<file path="src/rtl/core/battery_thermal_charge_governor_macros.svh">
// assertion macros for the battery thermal charge governor
`ifndef BATTERY_THERMAL_CHARGE_GOVERNOR_MACROS_SVH
`define BATTERY_THERMAL_CHARGE_GOVERNOR_MACROS_SVH

// same-cycle implication, checked out of reset
`define BTCG_ASSERT_NOW(lbl, ante, cons) \
  lbl: assert property (@(posedge clk_i) disable iff (!rst_ni) (ante) |-> (cons)) \
    else $error("btcg assertion failed");

// next-cycle implication, checked out of reset
`define BTCG_ASSERT_NEXT(lbl, ante, cons) \
  lbl: assert property (@(posedge clk_i) disable iff (!rst_ni) (ante) |=> (cons)) \
    else $error("btcg assertion failed");

`endif

</file>
<file path="src/rtl/core/btcg_pkg.sv">
// shared types, constants and band table of the battery thermal charge governor
package btcg_pkg;

  localparam int unsigned REDUCED_DIVIDER = 2;
  localparam logic [1:0] CONFIRM_COUNT = 2'd2;

  localparam logic signed [11:0] TEMP_RESET = 12'sd250;
  localparam logic signed [11:0] FILT_LO = 12'sd400;
  localparam logic signed [11:0] FILT_HI = 12'sd500;
  localparam logic signed [12:0] FILT_DIFF_LO = -13'sd20;
  localparam logic signed [12:0] FILT_DIFF_HI = 13'sd30;

  localparam logic [15:0] RST_REDUCED_FLOAT_MV = 16'd4100;
  localparam logic [11:0] RST_DEFAULT_CURRENT_MA = 12'd1000;
  localparam logic [11:0] RST_REDUCED_CURRENT_MA = 12'd450;

  localparam logic [3:0] BAND_COLD = 4'd0;
  localparam logic [3:0] BAND_NORMAL = 4'd4;
  localparam logic [3:0] BAND_HOT = 4'd8;
  localparam logic [3:0] BAND_COOL_BELOW = 4'd3;
  localparam logic [3:0] BAND_WARM_ABOVE = 4'd5;
  localparam logic [3:0] BAND_MID_ABOVE = 4'd1;
  localparam logic [3:0] BAND_MID_BELOW = 4'd7;

  localparam logic [1:0] CS_NORMAL = 2'd0;
  localparam logic [1:0] CS_REDUCED = 2'd1;
  localparam logic [1:0] CS_STOPPED = 2'd2;

  localparam logic [1:0] HL_GOOD = 2'd0;
  localparam logic [1:0] HL_OVERHEAT = 2'd1;
  localparam logic [1:0] HL_COLD = 2'd2;

  typedef enum logic [2:0] {
    CFG_FILTER_EN   = 3'd0,
    CFG_THERMAL_EN  = 3'd1,
    CFG_ALT_BANDS   = 3'd2,
    CFG_RED_FLOAT   = 3'd3,
    CFG_DEF_CURRENT = 3'd4,
    CFG_RED_CURRENT = 3'd5
  } cfg_idx_e;

  typedef enum logic [2:0] {
    GOV_NORMAL  = 3'b001,
    GOV_REDUCED = 3'b010,
    GOV_STOPPED = 3'b100
  } gov_state_e;

  typedef enum logic [2:0] {
    TR_NONE = 3'd0,
    TR_N_S  = 3'd1,
    TR_N_R  = 3'd2,
    TR_R_S  = 3'd3,
    TR_R_N  = 3'd4,
    TR_S_N  = 3'd5,
    TR_S_R  = 3'd6
  } trans_e;

  typedef struct packed {
    logic        filter_en;
    logic        thermal_en;
    logic        alt_bands;
    logic [15:0] reduced_float_mv;
    logic [11:0] default_current_ma;
    logic [11:0] reduced_fixed_current_ma;
  } cfg_t;

  typedef struct packed {
    logic signed [11:0] temp_decicelsius;
    logic               charger_present;
    logic [15:0]        request_float_mv;
    logic [11:0]        thermal_limit_ma;
    logic [11:0]        max_current_ma;
  } item_t;

  typedef struct packed {
    logic [1:0]  charge_state;
    logic [2:0]  transition_code;
    logic [15:0] float_mv;
    logic        charge_disable;
    logic [11:0] current_limit_ma;
    logic        limit_refresh;
    logic [1:0]  health;
    logic        ui_charging;
  } res_t;

  // inclusive upper limit of each band below the hottest, two boundary sets
  function automatic logic signed [11:0] band_top(input logic alt, input logic [2:0] idx);
    logic signed [11:0] top;
    case (idx)
      3'd0: top = 12'sd0;
      3'd1: top = 12'sd30;
      3'd2: top = 12'sd100;
      3'd3: top = alt ? 12'sd130 : 12'sd120;
      3'd4: top = alt ? 12'sd420 : 12'sd430;
      3'd5: top = 12'sd450;
      3'd6: top = alt ? 12'sd500 : 12'sd520;
      3'd7: top = alt ? 12'sd530 : 12'sd550;
      default: top = 12'sd0;
    endcase
    return top;
  endfunction

endpackage

</file>
<file path="src/rtl/core/btcg_cfg.sv">
// configuration register file
module btcg_cfg (
  input  logic                clk_i,
  input  logic                rst_ni,
  input  logic                cfg_valid_i,
  output logic                cfg_ready_o,
  input  logic [2:0]          cfg_index_i,
  input  logic [15:0]         cfg_data_i,
  output btcg_pkg::cfg_t      cfg_o
);

  btcg_pkg::cfg_t cfg_q, cfg_d;

  assign cfg_ready_o = 1'b1;
  assign cfg_o = cfg_q;

  always_comb begin
    cfg_d = cfg_q;
    if (cfg_valid_i) begin
      case (btcg_pkg::cfg_idx_e'(cfg_index_i))
        btcg_pkg::CFG_FILTER_EN:   cfg_d.filter_en = cfg_data_i[0];
        btcg_pkg::CFG_THERMAL_EN:  cfg_d.thermal_en = cfg_data_i[0];
        btcg_pkg::CFG_ALT_BANDS:   cfg_d.alt_bands = cfg_data_i[0];
        btcg_pkg::CFG_RED_FLOAT:   cfg_d.reduced_float_mv = cfg_data_i;
        btcg_pkg::CFG_DEF_CURRENT: cfg_d.default_current_ma = cfg_data_i[11:0];
        btcg_pkg::CFG_RED_CURRENT: cfg_d.reduced_fixed_current_ma = cfg_data_i[11:0];
        default: ;
      endcase
    end
  end

  always_ff @(posedge clk_i or negedge rst_ni) begin
    if (!rst_ni) begin
      cfg_q.filter_en <= 1'b1;
      cfg_q.thermal_en <= 1'b1;
      cfg_q.alt_bands <= 1'b0;
      cfg_q.reduced_float_mv <= btcg_pkg::RST_REDUCED_FLOAT_MV;
      cfg_q.default_current_ma <= btcg_pkg::RST_DEFAULT_CURRENT_MA;
      cfg_q.reduced_fixed_current_ma <= btcg_pkg::RST_REDUCED_CURRENT_MA;
    end else begin
      cfg_q <= cfg_d;
    end
  end

endmodule

</file>
<file path="src/rtl/core/btcg_band.sv">
// repeat filter and temperature band classifier
module btcg_band (
  input  logic               clk_i,
  input  logic               rst_ni,
  input  logic               update_i,
  input  logic               filter_en_i,
  input  logic               alt_bands_i,
  input  logic signed [11:0] temp_i,
  output logic [3:0]         band_o
);

  logic signed [11:0] prev_q, prev_d;
  logic [1:0]         rc_q, rc_d;
  logic signed [12:0] diff;
  logic [1:0]         rc_mid;
  logic signed [11:0] t_filt;
  logic signed [11:0] t_used;
  logic [7:0]         above;

  always_comb begin
    diff = {temp_i[11], temp_i} - {prev_q[11], prev_q};
    rc_mid = rc_q;
    t_filt = temp_i;
    rc_d = 2'd1;
    if (temp_i >= btcg_pkg::FILT_LO && temp_i <= btcg_pkg::FILT_HI &&
        diff > btcg_pkg::FILT_DIFF_LO && diff < btcg_pkg::FILT_DIFF_HI) begin
      if (temp_i == prev_q) begin
        rc_mid = rc_q + 2'd1;
      end
      if (rc_mid >= btcg_pkg::CONFIRM_COUNT) begin
        rc_d = 2'd1;
      end else begin
        rc_d = rc_mid;
        t_filt = prev_q;
      end
    end
    prev_d = t_filt;
    t_used = filter_en_i ? t_filt : temp_i;
  end

  always_comb begin
    for (int i = 0; i < 8; i++) begin
      above[i] = t_used > btcg_pkg::band_top(alt_bands_i, 3'(i));
    end
  end

  assign band_o = 4'($countones(above));

  always_ff @(posedge clk_i or negedge rst_ni) begin
    if (!rst_ni) begin
      prev_q <= btcg_pkg::TEMP_RESET;
      rc_q <= 2'd1;
    end else if (update_i && filter_en_i) begin
      prev_q <= prev_d;
      rc_q <= rc_d;
    end
  end

endmodule

</file>
<file path="src/rtl/core/btcg_gov.sv">
// charge governor state machine and result generation
module btcg_gov (
  input  logic               clk_i,
  input  logic               rst_ni,
  input  logic               update_i,
  input  btcg_pkg::cfg_t     cfg_i,
  input  btcg_pkg::item_t    item_i,
  input  logic [3:0]         band_i,
  output btcg_pkg::res_t     res_o
);

  btcg_pkg::gov_state_e state_q, state_d, state_mid;
  logic        seen_q, seen_d;
  logic [15:0] held_q, held_d;
  logic [11:0] last_q, last_d;
  logic        ui_q, ui_d;
  logic        force_upd;
  btcg_pkg::trans_e code;
  logic        extreme, warm, cool, normal, mid;
  logic [11:0] lim_div;
  logic [11:0] cur;
  logic [1:0]  cs;
  logic [1:0]  health;

  assign extreme = (band_i == btcg_pkg::BAND_COLD) || (band_i == btcg_pkg::BAND_HOT);
  assign warm = band_i > btcg_pkg::BAND_WARM_ABOVE;
  assign cool = band_i < btcg_pkg::BAND_COOL_BELOW;
  assign normal = band_i == btcg_pkg::BAND_NORMAL;
  assign mid = (band_i > btcg_pkg::BAND_MID_ABOVE) && (band_i < btcg_pkg::BAND_MID_BELOW);
  assign lim_div = item_i.max_current_ma / 12'(btcg_pkg::REDUCED_DIVIDER);

  always_comb begin
    seen_d = seen_q;
    state_mid = state_q;
    force_upd = 1'b0;
    held_d = held_q;
    if (seen_q != item_i.charger_present) begin
      seen_d = item_i.charger_present;
      if (item_i.charger_present) begin
        state_mid = btcg_pkg::GOV_NORMAL;
        force_upd = 1'b1;
      end
    end
    if (item_i.request_float_mv != cfg_i.reduced_float_mv) begin
      held_d = item_i.request_float_mv;
    end

    state_d = state_mid;
    ui_d = ui_q;
    code = btcg_pkg::TR_NONE;
    case (state_mid)
      btcg_pkg::GOV_NORMAL: begin
        if (extreme) begin
          code = btcg_pkg::TR_N_S;
          state_d = btcg_pkg::GOV_STOPPED;
          ui_d = 1'b0;
        end else if (warm || cool) begin
          code = btcg_pkg::TR_N_R;
          state_d = btcg_pkg::GOV_REDUCED;
          ui_d = 1'b1;
        end else begin
          ui_d = 1'b1;
        end
      end
      btcg_pkg::GOV_REDUCED: begin
        if (extreme) begin
          code = btcg_pkg::TR_R_S;
          state_d = btcg_pkg::GOV_STOPPED;
          ui_d = 1'b0;
        end else if (normal) begin
          code = btcg_pkg::TR_R_N;
          state_d = btcg_pkg::GOV_NORMAL;
          ui_d = 1'b1;
        end else begin
          ui_d = 1'b1;
        end
      end
      btcg_pkg::GOV_STOPPED: begin
        if (mid) begin
          if (normal) begin
            code = btcg_pkg::TR_S_N;
            state_d = btcg_pkg::GOV_NORMAL;
          end else begin
            code = btcg_pkg::TR_S_R;
            state_d = btcg_pkg::GOV_REDUCED;
          end
          ui_d = 1'b1;
        end else begin
          ui_d = 1'b0;
        end
      end
      default: ;
    endcase

    last_d = last_q;
    if (cfg_i.thermal_en) begin
      case (state_d)
        btcg_pkg::GOV_NORMAL:
          cur = (item_i.thermal_limit_ma <= item_i.max_current_ma) ?
                item_i.thermal_limit_ma : item_i.max_current_ma;
        btcg_pkg::GOV_REDUCED:
          cur = (item_i.thermal_limit_ma <= lim_div) ? item_i.thermal_limit_ma : lim_div;
        default:
          cur = cfg_i.default_current_ma;
      endcase
      if (last_q != cur) begin
        last_d = cur;
        force_upd = 1'b1;
      end
    end else begin
      cur = (state_d == btcg_pkg::GOV_REDUCED) ? cfg_i.reduced_fixed_current_ma :
            cfg_i.default_current_ma;
    end

    case (state_d)
      btcg_pkg::GOV_NORMAL:  cs = btcg_pkg::CS_NORMAL;
      btcg_pkg::GOV_REDUCED: cs = btcg_pkg::CS_REDUCED;
      btcg_pkg::GOV_STOPPED: cs = btcg_pkg::CS_STOPPED;
      default:               cs = btcg_pkg::CS_NORMAL;
    endcase

    if (band_i == btcg_pkg::BAND_HOT) begin
      health = btcg_pkg::HL_OVERHEAT;
    end else if (band_i == btcg_pkg::BAND_COLD) begin
      health = btcg_pkg::HL_COLD;
    end else begin
      health = btcg_pkg::HL_GOOD;
    end
  end

  always_comb begin
    res_o.charge_state = cs;
    res_o.transition_code = code;
    res_o.float_mv = (state_d == btcg_pkg::GOV_REDUCED && warm) ? cfg_i.reduced_float_mv :
                     held_d;
    res_o.charge_disable = state_d == btcg_pkg::GOV_STOPPED;
    res_o.current_limit_ma = cur;
    res_o.limit_refresh = force_upd;
    res_o.health = health;
    res_o.ui_charging = ui_d;
  end

  always_ff @(posedge clk_i or negedge rst_ni) begin
    if (!rst_ni) begin
      state_q <= btcg_pkg::GOV_NORMAL;
      seen_q <= 1'b0;
      held_q <= 16'd0;
      last_q <= 12'd0;
      ui_q <= 1'b0;
    end else if (update_i) begin
      state_q <= state_d;
      seen_q <= seen_d;
      held_q <= held_d;
      last_q <= last_d;
      ui_q <= ui_d;
    end
  end

endmodule

</file>
<file path="src/rtl/core/battery_thermal_charge_governor.sv">
// top level of the battery thermal charge governor
// usage:
//   input channel: in_valid_i / in_stall_o with one battery sample per transfer
//   output channel: out_valid_o / out_stall_i with one result per transfer
//   config channel: cfg_valid_i / cfg_ready_o, index and data; ready is always high,
//   write only while the block holds no item in flight
// path: a transferred sample is captured in the input register; its result is
//   computed from that register and loaded into the result register once that
//   register is empty or its result is being taken, and presented from then on
// throughput: one sample per cycle unless out_stall_i holds the result; the governor
//   state and the filter state update in the same cycle the result register loads
// stall: while the result waits, the input register still takes one more sample;
//   in_stall_o rises only when both registers are full and out_stall_i is high
// reset: config returns to defaults, the governor starts in normal with no
//   charger seen, the filter history is 25.0 C, both registers empty
`include "battery_thermal_charge_governor_macros.svh"

module battery_thermal_charge_governor (
  input  logic               clk_i,
  input  logic               rst_ni,
  input  logic               in_valid_i,
  output logic               in_stall_o,
  input  logic signed [11:0] temp_decicelsius_i,
  input  logic               charger_present_i,
  input  logic [15:0]        request_float_mv_i,
  input  logic [11:0]        thermal_limit_ma_i,
  input  logic [11:0]        max_current_ma_i,
  output logic               out_valid_o,
  input  logic               out_stall_i,
  output logic [1:0]         charge_state_o,
  output logic [2:0]         transition_code_o,
  output logic [15:0]        float_mv_o,
  output logic               charge_disable_o,
  output logic [11:0]        current_limit_ma_o,
  output logic               limit_refresh_o,
  output logic [1:0]         health_o,
  output logic               ui_charging_o,
  input  logic               cfg_valid_i,
  output logic               cfg_ready_o,
  input  logic [2:0]         cfg_index_i,
  input  logic [15:0]        cfg_data_i
);

  btcg_pkg::cfg_t  cfg;
  btcg_pkg::item_t in_item_q;
  btcg_pkg::res_t  res, res_q;
  logic            in_valid_q, in_valid_d;
  logic            out_valid_q, out_valid_d;
  logic            in_xfer;
  logic            advance;
  logic [3:0]      band;

  assign in_stall_o = in_valid_q && out_valid_q && out_stall_i;
  assign in_xfer = in_valid_i && !in_stall_o;
  assign advance = in_valid_q && (!out_valid_q || !out_stall_i);

  always_comb begin
    in_valid_d = in_valid_q;
    if (in_xfer) begin
      in_valid_d = 1'b1;
    end else if (advance) begin
      in_valid_d = 1'b0;
    end
    out_valid_d = advance || (out_valid_q && out_stall_i);
  end

  always_ff @(posedge clk_i or negedge rst_ni) begin
    if (!rst_ni) begin
      in_valid_q <= 1'b0;
      out_valid_q <= 1'b0;
    end else begin
      in_valid_q <= in_valid_d;
      out_valid_q <= out_valid_d;
    end
  end

  always_ff @(posedge clk_i) begin
    if (in_xfer) begin
      in_item_q.temp_decicelsius <= temp_decicelsius_i;
      in_item_q.charger_present <= charger_present_i;
      in_item_q.request_float_mv <= request_float_mv_i;
      in_item_q.thermal_limit_ma <= thermal_limit_ma_i;
      in_item_q.max_current_ma <= max_current_ma_i;
    end
    if (advance) begin
      res_q <= res;
    end
  end

  btcg_cfg u_cfg (
    .clk_i       (clk_i),
    .rst_ni      (rst_ni),
    .cfg_valid_i (cfg_valid_i),
    .cfg_ready_o (cfg_ready_o),
    .cfg_index_i (cfg_index_i),
    .cfg_data_i  (cfg_data_i),
    .cfg_o       (cfg)
  );

  btcg_band u_band (
    .clk_i       (clk_i),
    .rst_ni      (rst_ni),
    .update_i    (advance),
    .filter_en_i (cfg.filter_en),
    .alt_bands_i (cfg.alt_bands),
    .temp_i      (in_item_q.temp_decicelsius),
    .band_o      (band)
  );

  btcg_gov u_gov (
    .clk_i    (clk_i),
    .rst_ni   (rst_ni),
    .update_i (advance),
    .cfg_i    (cfg),
    .item_i   (in_item_q),
    .band_i   (band),
    .res_o    (res)
  );

  assign out_valid_o = out_valid_q;
  assign charge_state_o = res_q.charge_state;
  assign transition_code_o = res_q.transition_code;
  assign float_mv_o = res_q.float_mv;
  assign charge_disable_o = res_q.charge_disable;
  assign current_limit_ma_o = res_q.current_limit_ma;
  assign limit_refresh_o = res_q.limit_refresh;
  assign health_o = res_q.health;
  assign ui_charging_o = res_q.ui_charging;

  `BTCG_ASSERT_NOW(a_disable_match, out_valid_o, charge_disable_o == (charge_state_o == btcg_pkg::CS_STOPPED))
  `BTCG_ASSERT_NOW(a_stopped_no_ui, out_valid_o && charge_state_o == btcg_pkg::CS_STOPPED, !ui_charging_o)
  `BTCG_ASSERT_NOW(a_overheat_stops, out_valid_o && health_o == btcg_pkg::HL_OVERHEAT, charge_disable_o)
  `BTCG_ASSERT_NEXT(a_drain_empty, out_valid_o && !out_stall_i && !in_valid_q, !out_valid_o)

endmodule

</file>
<file path="config.mk">
export PLATFORM = sky130hd
export DESIGN_NAME = battery_thermal_charge_governor
export DESIGN_NICKNAME = d
export VERILOG_FILES = /design/src/rtl/core/btcg_pkg.sv /design/src/rtl/core/btcg_cfg.sv /design/src/rtl/core/btcg_band.sv /design/src/rtl/core/btcg_gov.sv /design/src/rtl/core/battery_thermal_charge_governor.sv
export VERILOG_INCLUDE_DIRS = /design/src /design/src/rtl/core
export SDC_FILE = /design/constraint.sdc
export NUM_CORES = 1
export LEC_CHECK = 0
export ABC_AREA = 1
export BUFFER_PORTS_ARGS = -buffer_cell sky130_fd_sc_hd__buf_2
export CAP_MARGIN = 20
export CORE_UTILIZATION = 50
export CTS_CLUSTER_DIAMETER = 60
export CTS_CLUSTER_SIZE = 30
export DETAILED_ROUTE_END_ITERATION = 10
export PLACE_DENSITY_LB_ADDON = 0.25
export SLEW_MARGIN = 25
export SYNTH_ARGS = -nofsm -noshare
export SYNTH_HDL_FRONTEND = slang
export SYNTH_SLANG_ARGS = --single-unit
</file>
<file path="constraint.sdc">
create_clock -name clk_i -period 8.7 [get_ports clk_i]
set_input_delay 0.435 -clock clk_i [delete_from_list [all_inputs] [get_ports clk_i]]
set_output_delay 0.435 -clock clk_i [all_outputs]
set_load 0.02 [all_outputs]
</file>
==> results.toml, run 1 <==
[pwr]
seqPwrFrac = 0.336
combPwrFrac = 0.439
intPower_uw = 2150
p_sw_uw = 1656
p_leak_uw = 0.006012
swShare = 0.4350
powerDensity_nw_per_um2 = 306.3
p_clk_frac = 0.225
max-vdd-ir-drop_v = 0.0001775

[cells_and_area]
syn2layout_area_growth_pct = 15.95
multiInputGateArea_um2 = 4913
finalNonFillerCells = 1670
nFillCells = 1872
regArea_um2 = 5062
nets = 1520
diodes = 0
drive_above_1_share = 0.1885
design_area_um2 = 12420

[setup_path]
reg2reg_depth = 45
setup.worst_path.start_class = "flop"
r2r-end = "limit_refresh_o$_DFFE_PP_"
critPathTopFamily = "simple AND/OR/NAND/NOR gates"
worstPathMaxFanout = 11
critPathKind = "flop to flop"
crit_top_cell = "nand2_1"
cp.required_ps = 8900
end_kind = "flop"
crit_arrival_ps = 8500
crit_buf_inv = 5
r2r_slack_ps = 400
cpPeakStageDelay_ps = 610
cpMaxStageDelayCell = "fa_2"
r2r-start = "in_item_q[41]$_DFFE_PP_"

[timing]
slew_headroom = 0.3217
slew_violations = 0
fin_crit_ps = 8305
fin_setup_tns_ps = 0
fmax_mhz = 120.4
setup_violations = 0
fin_hold_ws_ps = 148.2
finalCritPeriodShare = 0.9546
worstMarginPinSlew_ps = 1014
finalHoldViolations = 0
fin_worst_skew_ps = 17.41

[synth]
syn-cell-area_um2 = 10710
netlist_top_cells_area = "edfxtp_1 (26%), dfrtp_1 (16%), nand2_1 (11%), ha_1 (6.5%), inv_1 (5.5%)"
muxShareOfSynthArea = 0.01436
synth_edf_count = 91
yosysSeqAreaShare = 0.4725
ys_types = 55
synth-async-reset-ratio = 0.5027
yosys_warnings = 0
synthCells = 1264
yosysTopAreaCell = "edfxtp_1"
syn_area_per_cell_um2 = 8.476
synthFlopType = "edfxtp_1"
yosys.area_share.simple = 0.2315
synth_nets = 1402
synth_top_area_frac = 0.2551
synthAdderAreaFrac = 0.07474
synth-xor-area-share = 0.01787
synth_top_family_by_area = "simple AND/OR/NAND/NOR gates"
synth-compound-area-share = 0.1095
synth_seq_cells = 183

[cts]
cts_tree = "done"
cts_buffers = 17
clock-sinks = 183
htree_levels = 4
path_clk_slew_ps = 90
root_buffer = "clkbuf_16"
clkLatencyLatePin_ps = 450
clock_path_buffers = 2

[detailed_routing]
post-route-drc-count = 0
num_vias = 9057
routedWlPerCell_um = 15.85
drtIter0Drc = 636
ant_nets = 0
wirelength_mm = 26.48
drt_first_pass_iters = 7
viasPerCell = 5.423

[grt]
grt_pass1_wl_mm = 42.37
grt_usage = 0.2463
antenna_found_initial = 0
grt_max_degree = 67
grt_pass1_vias = 8619
overflow = 0

[floorplan]
core-area_um2 = 21020
die-area_um2 = 22020
fp.dieH_um = 148.4
start_util = 0.5097
die_x_um = 148.4
placement_rows = 53
io_pins = 118

[placed_design]
place_area_um2 = 11490
hpwlAfterDp_mm = 18.88
place_inst = 1621
routabilityCongestion = 0.9404
io_buffers = 116

[worst_hold_path]
holdCritPathClass = "input pin to flop"
whs_path_depth = 1
hold_start = "request_float_mv_i[5]"
holdPathEnd = "in_item_q[29]$_DFFE_PP_"

[run]
drv_cap = 0

[outcome]
status = "complete, no violations"
==> metrics by stage <==
step / power [µW] / worst slack [ps] / utilization
2_1_floorplan: 2412 / 1618 / -
3_3_place_gp: 2745 / 121.3 / 0.5468
3_5_place_dp: 2770 / 51.03 / 0.5468
4_1_cts: 3647 / 161.2 / 0.5790
5_1_grt: 4067 / -67.17 / 0.5910
6_report: 3806 / 395.3 / 0.5910
==> flip-flops by register name (all words and copies together) (netlist names), 2 cells and up <==
register and count:
in_item_q 53, u_cfg.cfg_o 43, float_mv_o 16, u_gov.held_q 16
current_limit_ma_o 12, u_band.prev_q 12, u_gov.last_q 12, transition_code_o 3
u_gov.state_q 3, charge_state_o 2, health_o 2, u_band.rc_q 2
==> cells by family after synthesis <==
| group | Yosys count |
|---|---|
| flip-flops | 183 |
| AO/OA/AOI/OAI | 210 |
| XOR/XNOR | 21 |
| buffers and inverters | 213 |
| multiplexers | 15 |
| other | 1 |
| adder cells (fa/ha/maj) | 61 |
| AND/OR/NAND/NOR | 560 |
==> placed cells by master, fill, tap and decap left out, types with 5 or more instances in the layout <==
cell       count
a21oi_1       57
buf_2        115
buf_4         17
clkbuf_16     17
dfrtp_1       70
dfstp_2       22
edfxtp_1      91
ha_1          55
inv_1        157
inv_12         7
inv_2         14
mux2i_1       12
nand2_1      326
nand2_2       12
nand3_1       69
nand3_2        6
nand4_1       40
nor2_1        68
nor2_2         7
nor2_4         7
nor3_1         9
o211ai_1      12
o21ai_0      106
o21ai_1        5
xnor2_1        5
xor2_1        15
==> synthesized netlist by cell type (4+ instances only) <==
| cell | count |
|---|---|
| nand2_1 | 327 |
| inv_1 | 158 |
| o21ai_0 | 106 |
| edfxtp_1 | 91 |
| nor2_1 | 72 |
| dfrtp_1 | 70 |
| nand3_1 | 70 |
| a21oi_1 | 57 |
| ha_1 | 56 |
| nand4_1 | 40 |
| clkbuf_1 | 24 |
| dfstp_2 | 22 |
| xor2_1 | 15 |
| inv_2 | 14 |
| mux2i_1 | 12 |
| nand2_2 | 12 |
| o211ai_1 | 12 |
| nor3_1 | 10 |
| buf_2 | 9 |
| nor2_2 | 8 |
| fa_1 | 5 |
| nand3_2 | 5 |
| o21ai_1 | 5 |
| xnor2_1 | 5 |
| a31oi_1 | 4 |
| buf_6 | 4 |
| nand3b_1 | 4 |
==> metal layers <==
| layer | GRT usage | share of wire |
|---|---|---|
| met1 | 0.3251 | 0.44 |
| met2 | 0.4167 | 0.50 |
| met3 | 0.03620 | 0.044 |
| met4 | 0.07990 | 0.017 |
| met5 | 0 | 0 |
==> power groups by stage <==
stage,clock (µW),sequential (µW),combinational [µW]
2_1_floorplan,0,1320,1100
3_3_place_gp,0,1290,1450
3_5_place_dp,0,1290,1480
4_1_cts,871,1280,1500
5_1_grt,904,1300,1860
6_report,857,1280,1670
==> what timing repair did <==
| item | in CTS | in global routing |
|---|---|---|
| hold endpoints to repair | 20 | 0 |
| gates cloned | 0 | 2 |
| setup buffers | 0 | 13 |
| resized for setup | 1 | 18 |
| pin swaps | 0 | 11 |
| setup endpoints to repair | 1 | 13 |
| hold buffers | 1 | 0 |
==> how the worst max path moves through the flow <==
stage                                      start                          end  slack [ps]  cells past startpoint
finish                   in_item_q[41]$_DFFE_PP_    limit_refresh_o$_DFFE_PP_         400                     45
global route             in_item_q[41]$_DFFE_PP_    limit_refresh_o$_DFFE_PP_         -70                     46
CTS                      in_item_q[41]$_DFFE_PP_  u_gov.last_q[2]$_DFFE_PN0P_         160                     48
detailed placement       in_item_q[41]$_DFFE_PP_  u_gov.last_q[1]$_DFFE_PN0P_          50                     48
global placement         in_item_q[41]$_DFFE_PP_  u_gov.last_q[6]$_DFFE_PN0P_         120                     45
floorplan           u_band.prev_q[7]$_DFFE_PN1P_    limit_refresh_o$_DFFE_PP_        1620                     42
==> layout make-up <==
cell class | instances | area share
Multi-Input combinational cell | 870 | 0.3955
Sequential cell | 183 | 0.4075
Timing Repair Buffer | 137 | 0.06315
Inverter | 173 | 0.05267
Tap cell | 275 | 0.02770
Clock buffer | 17 | 0.03424
Clock inverter | 15 | 0.01924
Note: power is estimated with default switching activity, not from simulation.
==> run 2: changes to the inputs <==
--- a/config.mk
+++ b/config.mk
@@ -13,7 +13,7 @@
 export CTS_CLUSTER_DIAMETER = 60
 export CTS_CLUSTER_SIZE = 30
 export DETAILED_ROUTE_END_ITERATION = 10
-export PLACE_DENSITY_LB_ADDON = 0.25
+export PLACE_DENSITY = 0.76
 export SLEW_MARGIN = 25
 export SYNTH_ARGS = -nofsm -noshare
 export SYNTH_HDL_FRONTEND = slang
==> run 2 against run 1 <==
  * Global-route usage down 0.062 points
  * Die area unchanged
  * Final cell count unchanged
  * Register-to-register slack better by 130 ps
  * Critical endpoint unchanged
  * Flip-flop and latch count unchanged
  * Highest routed layer unchanged
  * Worst setup slack better by 130 ps
  * Maximum frequency up 1.6%
==> results.toml, run 2 (same netlist as run 1, synthesis figures left out) <==
[setup_path]
r2r-start = "in_item_q[41]$_DFFE_PP_"
reg2reg_depth = 45
cp.required_ps = 8890
crit_arrival_ps = 8360
end_kind = "flop"
setup.worst_path.start_class = "flop"
r2r-end = "limit_refresh_o$_DFFE_PP_"
cpPeakStageDelay_ps = 590
critPathKind = "flop to flop"
crit_buf_inv = 6
cpMaxStageDelayCell = "fa_2"
critPathTopFamily = "adder cells"
r2r_slack_ps = 530
crit_top_cell = "nand2_1"
worstPathMaxFanout = 12

[placed_design]
place_inst = 1622
io_buffers = 116
post-place-ws_ps = 207.4
hpwlAfterDp_mm = 19.07
routabilityCongestion = 0.8883

[pwr]
seqPwrFrac = 0.352
combPwrFrac = 0.443
max-vdd-ir-drop_v = 0.0001558
power_uw = 3647
p_sw_uw = 1536
p_leak_uw = 0.005978
swShare = 0.4212
powerDensity_nw_per_um2 = 296.9
p_clk_frac = 0.206
intPower_uw = 2111

[worst_hold_path]
whs_path_depth = 1
holdCritPathClass = "input pin to flop"
hold_start = "max_current_ma_i[9]"
holdPathEnd = "in_item_q[9]$_DFFE_PP_"

[cells_and_area]
final_common_cell = "nand2_1"
top_register = "in_item_q"
regArea_um2 = 5062
largest_reg_flops = 53
post-route-util = 0.5843
diodes = 0
finalNonFillerCells = 1670
nets = 1520
syn2layout_area_growth_pct = 14.63
most-common-layout-cells = "nand2_1 (326), inv_1 (157), buf_2 (115)"
multiInputGateArea_um2 = 4861
drive_above_1_share = 0.1864
nFillCells = 1854

[timing]
fin_crit_ps = 8174
finalCritPeriodShare = 0.9395
slew_violations = 0
worstMarginPinSlew_ps = 1045
slew_headroom = 0.3005
setup_slack_ps = 526.2
fin_setup_tns_ps = 0
fmax_mhz = 122.3
finalHoldViolations = 0
setup_violations = 0
fin_worst_skew_ps = 9.741

[cts]
cts_tree = "done"
htree_levels = 4
path_clk_slew_ps = 70
cts_buffers = 17
root_buffer = "clkbuf_16"
clkLatencyLatePin_ps = 440
clock-sinks = 183
clock_path_buffers = 2

[grt]
overflow = 0
grt_max_degree = 64
grt_pass1_wl_mm = 42.46
antenna_found_initial = 0
grt_usage = 0.2457
grt_pass1_vias = 8702

[floorplan]
fp.dieH_um = 148.4
io_pins = 118
die_x_um = 148.4
die-area_um2 = 22020
placement_rows = 53
start_util = 0.5097
core-area_um2 = 21020

[detailed_routing]
wirelength_mm = 26.36
drtIter0Drc = 691
routedWlPerCell_um = 15.79
post-route-drc-count = 0
ant_nets = 0
viasPerCell = 5.405
drt_first_pass_iters = 6
num_vias = 9026

[run]
drv_cap = 0

[outcome]
status = "complete, no violations"
-- run 2: layout make-up --
type	instances	share of cell area
Sequential cell	183	0.4122
Timing Repair Buffer	138	0.06449
Clock inverter	13	0.009372
Multi-Input combinational cell	869	0.3958
Tap cell	275	0.02802
Clock buffer	19	0.03688
Inverter	173	0.05328
-- run 2: timing repair --
item,4_1_cts,5_1_grt
hold buffers,1,0
endpoints found under the setup margin,0,13
endpoints found under the hold margin,23,0
gates resized for setup,0,12
buffers inserted,0,13
-- run 2: power by group through the flow --
stage / Combinational, µW / Sequential [µW] / Clock [µW]
2_1_floorplan: 1100 / 1320 / 0
3_3_place_gp: 1450 / 1290 / 0
3_5_place_dp: 1470 / 1290 / 0
4_1_cts: 1490 / 1280 / 760
5_1_grt: 1800 / 1300 / 791
6_report: 1610 / 1280 / 751
-- run 2: how the worst max path moves through the flow --
stage                                      start                      endpoint  slack, ps  depth (start not counted)
floorplan           u_band.prev_q[7]$_DFFE_PN1P_     limit_refresh_o$_DFFE_PP_       1620                         42
global placement    u_band.prev_q[0]$_DFFE_PN0P_  u_gov.last_q[10]$_DFFE_PN0P_        490                         44
detailed placement       in_item_q[41]$_DFFE_PP_  u_gov.last_q[10]$_DFFE_PN0P_        210                         48
CTS                      in_item_q[41]$_DFFE_PP_  u_gov.last_q[10]$_DFFE_PN0P_        160                         48
global route             in_item_q[41]$_DFFE_PP_   u_gov.last_q[1]$_DFFE_PN0P_         -6                         46
finish                   in_item_q[41]$_DFFE_PP_     limit_refresh_o$_DFFE_PP_        530                         45
-- run 2: stage by stage --
step           area (µm²)  hold WS (ps)
5_1_grt             12280         156.0
3_5_place_dp        11500         413.3
4_1_cts             12080         154.7
3_3_place_gp        11500         409.5
6_report            12280         165.6
2_1_floorplan       10710         139.4
-- run 2: layer usage --
metal,up-vias,part of all wire,global-route usage
met1,4292,0.44,0.3208
li1,4442,-,-
met4,0,0.015,0.06443
met2,262,0.50,0.4282
met3,30,0.049,0.03374
met5,-,0,0
==> run 3: changes to the inputs <==
--- a/config.mk
+++ b/config.mk
@@ -10,6 +10,7 @@
 export BUFFER_PORTS_ARGS = -buffer_cell sky130_fd_sc_hd__buf_2
 export CAP_MARGIN = 20
 export CORE_UTILIZATION = 50
+export CTS_BUF_LIST = sky130_fd_sc_hd__clkbuf_8
 export CTS_CLUSTER_DIAMETER = 60
 export CTS_CLUSTER_SIZE = 30
 export DETAILED_ROUTE_END_ITERATION = 10
==> run 3 against run 2 <==
  * Via count decreased by 0.92%
  * Sequential share of layout area up 0.67 points
  * Flip-flop and latch count stayed put
  * Routed wire length shrank 0.81%
  * Global-route usage is 0.29 points lower
  * Final area decreased by 1.6%
  * Critical path type unchanged
  * Largest power group unchanged
==> results.toml, run 3 (same netlist as run 1, synthesis figures left out) <==
[outcome]
status = "complete, no violations"

[setup_path]
startpoint = "in_item_q[41]$_DFFE_PP_"
r2r_slack_ps = 510
end_kind = "flop"
crit_buf_inv = 7
critPathKind = "flop to flop"
cpPeakStageDelay_ps = 590
worstPathMaxFanout = 7
r2r-start = "in_item_q[41]$_DFFE_PP_"
cpMaxStageDelayCell = "fa_2"
reg2reg_depth = 48
r2r-end = "u_gov.last_q[1]$_DFFE_PN0P_"
setup.worst_path.start_class = "flop"
crit_arrival_ps = 8550
crit_top_cell = "nand2_1"
cp.required_ps = 9060
critPathTopFamily = "adder cells"

[cts]
root_buffer = "clkbuf_8"
cts_tree = "done"
path_clk_slew_ps = 100
clkLatencyLatePin_ps = 470
clock_path_buffers = 2
htree_levels = 4
clock-sinks = 183
cts_buffers = 17

[floorplan]
core-area_um2 = 21020
start_util = 0.5097
die-area_um2 = 22020
fp.dieH_um = 148.4
placement_rows = 53
io_pins = 118
die_x_um = 148.4

[detailed_routing]
viasPerCell = 5.355
post-route-drc-count = 0
drtIter0Drc = 687
num_vias = 8943
drt_first_pass_iters = 5
ant_nets = 0
routedWlPerCell_um = 15.66
wirelength_mm = 26.15

[grt]
grt_usage = 0.2428
grt_pass1_wl_mm = 41.98
antenna_found_initial = 1
overflow = 0
grt_pass1_vias = 8642
grt_max_degree = 64

[timing]
fin_setup_tns_ps = 0
fmax_mhz = 122.2
slew_violations = 0
worstMarginPinSlew_ps = 1073
fin_worst_skew_ps = 12.76
finalCritPeriodShare = 0.9409
rsz0062_at_grt = "false"
slew_headroom = 0.2822
finalHoldViolations = 0
fin_crit_ps = 8186
setup_violations = 0
fin_hold_ws_ps = 126.3

[pwr]
max-vdd-ir-drop_v = 0.0001550
p_leak_uw = 0.005887
powerDensity_nw_per_um2 = 285.3

[worst_hold_path]
holdCritPathClass = "input pin to flop"
holdPathEnd = "in_item_q[9]$_DFFE_PP_"
hold_start = "max_current_ma_i[9]"
whs_path_depth = 1

[cells_and_area]
design_area_um2 = 12090
diodes = 0
nets = 1520
top_register = "in_item_q"
final_common_cell = "nand2_1"
most-common-layout-cells = "nand2_1 (326), inv_1 (157), buf_2 (115)"
drive_above_1_share = 0.1871
largest_reg_flops = 53
syn2layout_area_growth_pct = 12.81

[placed_design]
routabilityCongestion = 0.8883
hpwlAfterDp_mm = 19.07
io_buffers = 116
place_area_um2 = 11500

[run]
drv_cap = 0
[run 3: final cells by class]
| class | count | area, µm² |
|---|---|---|
| clock inverters | 13 | 115.1 |
| inverters | 173 | 654.4 |
| multi-input cells | 871 | 4885 |
| flip-flops and latches | 183 | 5062 |
| fillers | 1879 | 8935 |
| repair buffers | 136 | 764.5 |
| clock buffers | 19 | 261.5 |
| well taps | 275 | 344.1 |
[run 3: per-stage QoR]
step | power, µW | std cells | setup slack (ps) | util
after global placement | 2738 | 1622 | 491.2 | 0.5472
after detailed placement | 2769 | 1622 | 207.4 | 0.5472
after CTS | 3329 | 1655 | 175.1 | 0.5656
final | 3448 | 1670 | 514.5 | 0.5750
after global routing | 3700 | 1670 | 12.80 | 0.5750
after floorplan | 2412 | 1264 | 1618 | -
[run 3: worst max-delay path by stage]
| stage | end | slack, ps | depth (start not counted) |
|---|---|---|---|
| 5_1_grt | u_gov.last_q[3]$_DFFE_PN0P_ | 10 | 49 |
| 3_3_place_gp | u_gov.last_q[10]$_DFFE_PN0P_ | 490 | 44 |
| 6_report | u_gov.last_q[1]$_DFFE_PN0P_ | 510 | 48 |
| 2_1_floorplan | limit_refresh_o$_DFFE_PP_ | 1620 | 42 |
| 3_5_place_dp | u_gov.last_q[10]$_DFFE_PN0P_ | 210 | 48 |
| 4_1_cts | u_gov.last_q[10]$_DFFE_PN0P_ | 180 | 48 |
[run 3: routing by layer]
layer / vias to the layer above / track usage / wire length (µm)
li1: 4441 / - / -
met1: 4210 / 0.3201 / 11570
met2: 258 / 0.4181 / 12880
met3: 34 / 0.02975 / 1288
met4: 0 / 0.07320 / 409
met5: - / 0 / 0
[run 3: worst reg2reg max path: cells and delay by family, from the launching register on]
| kind | cells | cell delay [ps] |
|---|---|---|
| buf+inv | 7 | 870 |
| simple gates | 26 | 2920 |
| fa+ha+maj | 8 | 2940 |
| flops | 1 | 360 |
| compound gates | 7 | 1010 |
[run 3: power breakdown]
group / switching [µW] / internal (µW) / leakage [µW]
combinational: 1050 / 560 / 0.00371
sequential: 130 / 1150 / 0.00198
clock: 332 / 222 / 0.000193
total: 1520 / 1930 / 0.00589
[run 3: what timing repair did]
| action | CTS | global route |
|---|---|---|
| setup endpoints to repair | 0 | 13 |
| hold buffers | 1 | 0 |
| hold endpoints to repair | 23 | 0 |
| resized for setup | 0 | 14 |
| setup buffers | 0 | 11 |
